File: src/ipbf_pkg.sv
// ipbf_pkg: shared types, prefix tables and mask helpers for the IP prefix
// blocklist filter. No dependencies.
`default_nettype none

package ipbf_pkg;

  localparam int unsigned V4_COUNT = 10;
  localparam int unsigned V6_COUNT = 7;

  typedef enum logic [2:0] {
    VERDICT_ALLOWED = 3'd0,
    VERDICT_FORCED  = 3'd1,
    VERDICT_INVALID = 3'd2,
    VERDICT_V4_HIT  = 3'd3,
    VERDICT_V6_HIT  = 3'd4
  } verdict_t;

  typedef struct packed {
    logic       hit;
    logic [3:0] entry;
    logic [7:0] plen;
  } match_t;

  localparam logic [31:0] V4_NET [V4_COUNT] = '{
    32'h0000_0000, 32'h0A00_0000, 32'h6440_0000, 32'hAC10_0000, 32'hC0A8_0000,
    32'h7F00_0000, 32'hA9FE_0000, 32'hC612_0000, 32'hE000_0000, 32'hF000_0000
  };
  localparam logic [7:0] V4_LEN [V4_COUNT] = '{
    8'd8, 8'd8, 8'd10, 8'd12, 8'd16, 8'd8, 8'd16, 8'd15, 8'd4, 8'd4
  };

  localparam logic [63:0] V6_HI [V6_COUNT] = '{
    64'h0000_0000_0000_0000, 64'h0064_FF9B_0000_0000, 64'h0100_0000_0000_0000,
    64'hFC00_0000_0000_0000, 64'hFE80_0000_0000_0000, 64'hFF00_0000_0000_0000,
    64'h0000_0000_0000_0000
  };
  localparam logic [63:0] V6_LO [V6_COUNT] = '{
    64'h0000_0000_0000_0001, 64'h0, 64'h0, 64'h0, 64'h0, 64'h0,
    64'h0000_FFFF_0000_0000
  };
  localparam logic [7:0] V6_LEN [V6_COUNT] = '{
    8'd128, 8'd96, 8'd64, 8'd7, 8'd10, 8'd8, 8'd96
  };

  // ::ffff:0:0/96 upper word of the low half
  localparam logic [31:0] MAPPED_TAG = 32'h0000_FFFF;

  function automatic logic [31:0] mask32(input logic [7:0] len);
    logic [31:0] m;
    if (len == 8'd0) begin
      m = '0;
    end else if (len >= 8'd32) begin
      m = '1;
    end else begin
      m = 32'hFFFF_FFFF << (8'd32 - len);
    end
    return m;
  endfunction

  function automatic logic [63:0] mask64(input logic [7:0] len);
    logic [63:0] m;
    if (len == 8'd0) begin
      m = '0;
    end else if (len >= 8'd64) begin
      m = '1;
    end else begin
      m = 64'hFFFF_FFFF_FFFF_FFFF << (8'd64 - len);
    end
    return m;
  endfunction

endpackage

`default_nettype wire

File: src/ip_prefix_blocklist_filter.sv
// Top level of the IP prefix blocklist filter. An accepted request passes through the input
// register, then the result register, to result valid. Throughput: one request per cycle,
// stalled while rsp_stall holds a full result register; the result register advances whenever
// it is empty or being taken, and the input register refills in the same cycle.
// Reset: synchronous, active high; clears both valid flags and force_block_all.
// Depends on ipbf_pkg, ipbf_v4_match, ipbf_v6_match.
`default_nettype none

module ip_prefix_blocklist_filter
  import ipbf_pkg::*;
(
  input  wire logic        clk,
  input  wire logic        rst,
  input  wire logic        cfg_write,
  input  wire logic        cfg_data,
  input  wire logic        req_valid,
  output logic             req_stall,
  input  wire logic [63:0] addr_high,
  input  wire logic [63:0] addr_low,
  input  wire logic        addr_valid,
  output logic             rsp_valid,
  input  wire logic        rsp_stall,
  output logic             allowed,
  output logic [2:0]       verdict,
  output logic [3:0]       hit_entry,
  output logic [7:0]       hit_prefix_len
);

  logic        force_block_all;
  logic        s1_valid;
  logic [63:0] s1_high;
  logic [63:0] s1_low;
  logic        s1_addr_valid;
  logic        out_load;
  logic        s1_load;
  logic        mapped;
  match_t      v4_res;
  match_t      v6_res;
  verdict_t    verdict_next;
  logic [3:0]  entry_next;
  logic [7:0]  plen_next;
  verdict_t    verdict_q;

  assign out_load  = !rsp_valid || !rsp_stall;
  assign req_stall = s1_valid && !out_load;
  assign s1_load   = req_valid && !req_stall;

  always_ff @(posedge clk) begin
    if (rst) begin
      force_block_all <= 1'b0;
    end else if (cfg_write) begin
      force_block_all <= cfg_data;
    end
  end

  always_ff @(posedge clk) begin
    if (rst) begin
      s1_valid <= 1'b0;
    end else if (s1_load) begin
      s1_valid <= 1'b1;
    end else if (out_load) begin
      s1_valid <= 1'b0;
    end
  end

  always_ff @(posedge clk) begin
    if (s1_load) begin
      s1_high       <= addr_high;
      s1_low        <= addr_low;
      s1_addr_valid <= addr_valid;
    end
  end

  assign mapped = (s1_high == 64'h0) && (s1_low[63:32] == MAPPED_TAG);

  ipbf_v4_match u_v4 (
    .addr   (s1_low[31:0]),
    .result (v4_res)
  );

  ipbf_v6_match u_v6 (
    .addr_high (s1_high),
    .addr_low  (s1_low),
    .result    (v6_res)
  );

  always_comb begin
    verdict_next = VERDICT_ALLOWED;
    entry_next   = '0;
    plen_next    = '0;
    if (force_block_all) begin
      verdict_next = VERDICT_FORCED;
    end else if (!s1_addr_valid) begin
      verdict_next = VERDICT_INVALID;
    end else if (mapped) begin
      if (v4_res.hit) begin
        verdict_next = VERDICT_V4_HIT;
        entry_next   = v4_res.entry;
        plen_next    = v4_res.plen;
      end
    end else if (v6_res.hit) begin
      verdict_next = VERDICT_V6_HIT;
      entry_next   = v6_res.entry;
      plen_next    = v6_res.plen;
    end
  end

  always_ff @(posedge clk) begin
    if (rst) begin
      rsp_valid <= 1'b0;
    end else if (out_load) begin
      rsp_valid <= s1_valid;
    end
  end

  always_ff @(posedge clk) begin
    if (out_load && s1_valid) begin
      verdict_q      <= verdict_next;
      hit_entry      <= entry_next;
      hit_prefix_len <= plen_next;
    end
  end

  assign verdict = verdict_q;
  assign allowed = (verdict_q == VERDICT_ALLOWED);

`ifndef SYNTHESIS
  a_req_to_s1: assert property (@(posedge clk) disable iff (rst)
    (req_valid && !req_stall) |=> s1_valid)
    else $error("accepted request not held in input register");

  a_s1_to_rsp: assert property (@(posedge clk) disable iff (rst)
    (s1_valid && out_load) |=> rsp_valid)
    else $error("input register advanced without a result");

  a_hit_len: assert property (@(posedge clk) disable iff (rst)
    (rsp_valid && (verdict == VERDICT_V4_HIT || verdict == VERDICT_V6_HIT))
      |-> (hit_prefix_len != 8'd0))
    else $error("prefix hit with zero prefix length");
`endif

endmodule

`default_nettype wire

File: src/ipbf_v4_match.sv
// ipbf_v4_match: first-hit search of an IPv4 address over the fixed IPv4 list.
// Depends on ipbf_pkg.
`default_nettype none

module ipbf_v4_match
  import ipbf_pkg::*;
(
  input  wire logic [31:0] addr,
  output match_t           result
);

  logic [V4_COUNT-1:0] hits;

  always_comb begin
    for (int k = 0; k < V4_COUNT; k++) begin
      hits[k] = ((addr & mask32(V4_LEN[k])) == (V4_NET[k] & mask32(V4_LEN[k])));
    end
  end

  // lowest index wins
  always_comb begin
    result = '0;
    for (int k = V4_COUNT - 1; k >= 0; k--) begin
      if (hits[k]) begin
        result.hit   = 1'b1;
        result.entry = 4'(k);
        result.plen  = V4_LEN[k];
      end
    end
  end

endmodule

`default_nettype wire

File: src/ipbf_v6_match.sv
// ipbf_v6_match: first-hit search of a 128-bit address over the fixed IPv6 list.
// Depends on ipbf_pkg.
`default_nettype none

module ipbf_v6_match
  import ipbf_pkg::*;
(
  input  wire logic [63:0] addr_high,
  input  wire logic [63:0] addr_low,
  output match_t           result
);

  logic [V6_COUNT-1:0] hits;

  always_comb begin
    for (int k = 0; k < V6_COUNT; k++) begin
      hits[k] = ((addr_high & mask64(V6_LEN[k])) == (V6_HI[k] & mask64(V6_LEN[k])))
             && ((addr_low & ((V6_LEN[k] > 8'd64) ? mask64(V6_LEN[k] - 8'd64) : 64'h0))
                 == (V6_LO[k] & ((V6_LEN[k] > 8'd64) ? mask64(V6_LEN[k] - 8'd64) : 64'h0)));
    end
  end

  always_comb begin
    result = '0;
    for (int k = V6_COUNT - 1; k >= 0; k--) begin
      if (hits[k]) begin
        result.hit   = 1'b1;
        result.entry = 4'(k);
        result.plen  = V6_LEN[k];
      end
    end
  end

endmodule

`default_nettype wire

File: config.mk
export PLATFORM = sky130hd
export DESIGN_NAME = ip_prefix_blocklist_filter
export DESIGN_NICKNAME = d
export VERILOG_FILES = /design/src/ipbf_pkg.sv /design/src/ip_prefix_blocklist_filter.sv /design/src/ipbf_v4_match.sv /design/src/ipbf_v6_match.sv
export SDC_FILE = /design/constraint.sdc
export NUM_CORES = 1
export LEC_CHECK = 0
export BUFFER_PORTS_ARGS = -buffer_cell sky130_fd_sc_hd__clkbuf_2
export CORE_ASPECT_RATIO = 0.75
export CORE_UTILIZATION = 40
export CTS_BUF_LIST = sky130_fd_sc_hd__clkbuf_8
export CTS_CLUSTER_SIZE = 28
export DETAILED_ROUTE_END_ITERATION = 8
export HOLD_SLACK_MARGIN = 0.12
export SLEW_MARGIN = 10
export SYNTH_ARGS = -nofsm -noshare
export SYNTH_HDL_FRONTEND = slang
export SYNTH_SLANG_ARGS = --single-unit
File: constraint.sdc
create_clock -name clk -period 22.4 [get_ports clk]
set_clock_uncertainty 0.15 [all_clocks]
set_input_delay 3.36 -clock clk [delete_from_list [all_inputs] [get_ports clk]]
set_output_delay 3.36 -clock clk [all_outputs]
set_load 0.01 [all_outputs]
# Word level (Yosys, flattened, before mapping)
# Cells that the tools add are included.
# op_classes
reduce_logical	17
n_div	0
magnitude_cmp	0
n_shift	0
muxes	29
eq_ne	16
multipliers	0
n_bitwise	1
n_addsub	0
# ops
operator	count
13-bit 2-to-1 mux	17
64-bit logical NOT	2
64-bit by 1-bit equality test with 1-bit output, second input constant	1
64-bit by 55-bit equality test with 1-bit output, second input constant	1
64-bit by 57-bit equality test with 1-bit output, second input constant	1
16-bit equality test, second input constant	2
32-bit by 16-bit equality test with 1-bit output, second input constant	1
32-bit logical NOT	1
8-bit 2-to-1 mux	3
15-bit equality test, second input constant	1
12-bit equality test, second input constant	1
4-bit 2-to-1 mux	3
10-bit equality test, second input constant	1
10-bit by 9-bit equality test with 1-bit output, second input constant	1
4-bit equality test, second input constant	2
8-bit by 4-bit equality test with 1-bit output, second input constant	1
8-bit by 7-bit equality test with 1-bit output, second input constant	1
8-bit equality test, second input constant	1
7-bit equality test, second input constant	1
1-bit logical AND	6
3-bit 2-to-1 mux	2
1-bit logical NOT	4
2-bit 2-to-1 mux	2
3-bit logical NOT	1
other kinds (5)	6
# totals
latchBits	0
output_inout_bits	18
mem_bits_ro	0
ramBits	0
ff_bits	147
memories	0

# Logic depth before layout (Yosys ltp)
# depth
word_depth	14
ltp_mapped	7
ltp_nobuf	6

# Hierarchy
# Synthesis repeated with hierarchy kept, for this count alone.
# hier_totals
cells_unflattened	398
area_unflattened_um2	5992.0
# modules_own_cells
module	instances	cells_per_inst	area_each_um2
ip_prefix_blocklist_filter	1	263	5111.2
ipbf_v6_match	1	82	556.8
ipbf_v4_match	1	53	324.1

# Worst setup path after synthesis
# OpenSTA, ideal clock, no wires.
# synth_timing
path_kind	input-to-reg
start	input rsp_stall
end	register s1_addr_valid, enable pin
stages	2
path_slack_ns	12.329
setup_time_ns	0.633
arrival_time_ns	9.288
path_cell_list	and3_1 > nor2b_1
# synth_between
elab_chain_cells	6
# synth_rtl
item	line_no	source
start: declaration	ip_prefix_blocklist_filter.sv:22	input wire logic rsp_stall,
1-bit logical NOT	ip_prefix_blocklist_filter.sv:44	assign out_load = !rsp_valid || !rsp_stall;
1-bit logical OR	ip_prefix_blocklist_filter.sv:44	
1-bit logical NOT	ip_prefix_blocklist_filter.sv:45	assign req_stall = s1_valid && !out_load;
1-bit logical AND	ip_prefix_blocklist_filter.sv:45	
1-bit logical NOT	ip_prefix_blocklist_filter.sv:46	assign s1_load = req_valid && !req_stall;
1-bit logical AND	ip_prefix_blocklist_filter.sv:46	
named net s1_load	ip_prefix_blocklist_filter.sv:35	logic s1_load;
end signal: assignment	ip_prefix_blocklist_filter.sv:70	s1_addr_valid <= addr_valid;
end: declaration	ip_prefix_blocklist_filter.sv:33	logic s1_addr_valid;
# The timed path passes the listed nets, and every way through them passes these cells.
# A chain may end at the register's enable or synchronous reset.

# Final worst setup path
# layout_timing
start	input rsp_stall
end	output req_stall
# layout_between
elab_chain_cells	4
# layout_rtl
item	line_no	source
1-bit logical NOT	ip_prefix_blocklist_filter.sv:44	
1-bit logical OR	ip_prefix_blocklist_filter.sv:44	
1-bit logical NOT	ip_prefix_blocklist_filter.sv:45	
1-bit logical AND	ip_prefix_blocklist_filter.sv:45	
end: declaration	ip_prefix_blocklist_filter.sv:17	output logic req_stall,
# Every way passes these cells.

==> run_results.csv <==
group,metric,value,unit
yosys,ys_top_cells_by_area,"edfxtp_1, nor4_1, nand4_1, dfxtp_1, nor2_1",
worst_setup_path,cp.arrival,3.88,ns
pwr,power_density,83.0,nW/µm²
pwr,switching_share,0.236,
global_routing,overflow,0,
pwr,seqPwrFrac,0.587,
worst_setup_path,critPathCaptureType,"output port",
cells_and_area,syn2layout_area_growth,26.4,%
route,drt-met1-wl,4730,µm
floorplan,ioPinCount,153,
cells_and_area,drive_gt1_frac,0.414,
route,dr_wl_met3,700,µm
yosys,synth_area,5310,µm²
cells_and_area,layout.cells.non_filler,647,
timing,hold_violations,0,
timing,max_slew_margin,0.372,
cells_and_area,n_antenna_cell,0,
floorplan,floorplan.initialDensity,0.409,
placement,port_buffers,152,
worst_setup_path,crit_slowest_cell,"and3_1",
clock_tree,clkTransAtPathRegs,0.08,ns
pwr,internal-power,0.000425,W
cells_and_area,final_nets,598,
yosys,synth_edf_count,144,
floorplan,die_h,102,µm
cells_and_area,finalInstanceArea,6710,µm²
timing,finalSetupViolations,0,
floorplan,dieArea,13700,µm²
clock_tree,cts-root-buf,"clkbuf_8",
clock_tree,clkLatencyLatePin,0.43,ns
clock_tree,post_cts_buffers,0,
hold_path,hold_class,"reg -> reg",
global_routing,grt_pass1_wl,15400,µm
yosys,syn_nets,425,
timing,min_period,7.39,ns
timing,finalMaxSlewViolations,0,
floorplan,coreArea,13000,µm²
clock_tree,cts_resized,0,
worst_setup_path,crit_fanout,3,
timing,rsz0062_at_grt,"no",
route,drc,0,
flow_run,cap_violations,0,
pwr,p_comb_frac,0.045,
pwr,power_switching,0.000131,W
yosys,yosysTopAreaCell,"edfxtp_1",
clock_tree,cts_made_buffers,17,
route,vias,3182,
worst_setup_path,path_cells,"clkbuf_2, and3_1, clkbuf_2",
yosys,synth.distinct_cells,43,
worst_setup_path,cp_common_cell,"clkbuf_2",
pwr,ir_drop,36.2,µV
yosys,yosysWarnings,0,
timing,worst_pin_slew,0.943,ns
route,wl_per_cell,15.7,µm
global_routing,antenna_found_initial,0,
route,drt_wl_total,10100,µm
placement,placed_cells,615,
floorplan,die_w,135,µm
worst_setup_path,crit_family,"buffers and inverters",
timing,fin_crit_sh,0.330,
floorplan,rows,36,
clock_tree,cts.path.max_buffers,2,
pwr,p_clk_frac,0.368,
yosys,ys_seq_area_frac,0.826,
yosys,postSynthCellCount,290,
worst_setup_path,required,18.89,ns
timing,max_freq,0.135,GHz
worst_setup_path,cpPeakStageDelay,0.25,ns
clock_tree,cts_tree,"built",
yosys,synth-main-ff-cell,"edfxtp_1",
route,drt_iter0_markers,182,
yosys,ys_ff_latch,147,
route,highest_layer,"met4",
status,status,"finished, final reports clean",
pwr,p_leak,2.49,nW
timing,setup_tns,0,ns
worst_setup_path,path_buf_inv,2,
cells_and_area,fillerInstances,1108,
global_routing,grt_pass1_vias,2999,
route,ant_nets,0,
route,vias_per_cell,4.92,
yosys,async_reset_ff_frac,0,
clock_tree,hold_buffers,0,
yosys,yosys-top-cells-count,"edfxtp_1, nor4_1, nand4_1",
worst_setup_path,start_kind,"primary input",
worst_setup_path,critPathKind,"in -> out",
global_routing,grt_start_max_net_pins,78,
clock_tree,clock_sinks,147,
yosys,yosysMostFrequentCell,"edfxtp_1",
route,drtPass1Iterations,4,
worst_setup_path,r2r_slack,19.75,ns
placement,hpwl,7340,µm
placement,placed_cell_area,6310,µm²
yosys,synth_top_area_share,0.815,
yosys,synth.avg_cell_area,18.3,µm²
route,wl_met2,4670,µm
global_routing,grt_use_total,0.155,
clock_tree,cts.htree.levels,4,
placement,place.gp.congestion,0.766,
==> per-layer routing <==
layer / vias up / GRT usage
met2: 106 / 0.232
met4: 0 / 0.0441
met5: - / 0
met3: 2 / 0.0646
li1: 1564 / -
met1: 1510 / 0.208
==> cells by family after synthesis <==
group           share of synthesized area
buf+inv                           0.00165
xor+xnor                          0.00165
compound gates                     0.0325
simple gates                        0.136
flops                               0.826
mux                               0.00189
==> registers in the layout, indices dropped and copies added (netlist names) <==
| signal | cells |
|---|---|
| s1_high | 64 |
| s1_low | 64 |
| hit_prefix_len | 8 |
| hit_entry | 4 |
| verdict | 3 |
| force_block_all | 1 |
| rsp_valid | 1 |
| s1_addr_valid | 1 |
| s1_valid | 1 |
==> area by class of cell <==
cell class,instances,area [µm²],share of cell area
flip-flops and latches,147,4380,0.653
multi-input cells,141,923,0.138
repair buffers,155,783,0.117
clock buffers,17,234,0.0349
well taps,171,214,0.0319
clock inverters,15,166,0.0248
inverters,1,3.75,0.000559
==> power groups by stage <==
| stage | Clock [W] | Sequential [W] | Combinational, W |
|---|---|---|---|
| final | 0.000205 | 0.000327 | 0.0000250 |
| after global routing | 0.000223 | 0.000329 | 0.0000278 |
| after global placement | 0 | 0.000332 | 0.0000246 |
| after CTS | 0.000210 | 0.000327 | 0.0000255 |
| after floorplan | 0 | 0.000334 | 0.00000861 |
| after detailed placement | 0 | 0.000333 | 0.0000255 |
==> tightest hold or removal path, stage by stage (launching register included) <==
cell and delay (ns):
dfxtp_1 0.36, a21oi_1 0.05, nor2_1 0.08
==> worst paths after layout <==
path / startpoint / to / depth (start not counted)
worst max-delay path: rsp_stall / req_stall / 3
worst min-delay path: s1_valid$_SDFFE_PP0P_ / rsp_valid$_SDFFE_PP0N_ / 2
worst max register to register: rsp_valid$_SDFFE_PP0N_ / s1_low[33]$_DFFE_PP_ / 4
worst min register to register: s1_valid$_SDFFE_PP0P_ / rsp_valid$_SDFFE_PP0N_ / 2
==> stage by stage <==
| step | utilization | setup WS [ns] | hold slack (ns) | total power (W) |
|---|---|---|---|---|
| final | 0.517 | 15.01 | 0.370 | 0.000557 |
| after detailed placement | 0.486 | 15.01 | 0.347 | 0.000358 |
| after global placement | 0.486 | 15.04 | 0.312 | 0.000357 |
| after global routing | 0.517 | 14.97 | 0.408 | 0.000579 |
| after CTS | 0.517 | 15.01 | 0.368 | 0.000563 |
| after floorplan | - | 12.33 | 0.294 | 0.000342 |
==> cells in the final DEF, fill, tap and decap left out, drive strengths merged, types with 2 or more instances in the layout <==
cell and instances:
and3 2, a21boi 2, nand3 4, nor4bb 2, nor2 15, nand4b 3, nand2b 3, nor3 6
dfxtp 3, nand2 11, nor4b 3, a31oi 2, clkbuf 169, nor4 34, inv 10, or3 3
o21ai 5, or4 2, a21oi 7, edfxtp 144, nand4 17, buf 3, and4b 2, nor3b 2
clkinv 2, a21o 2, and4 2, clkinvlp 3
(Power assumes the default switching activity.)
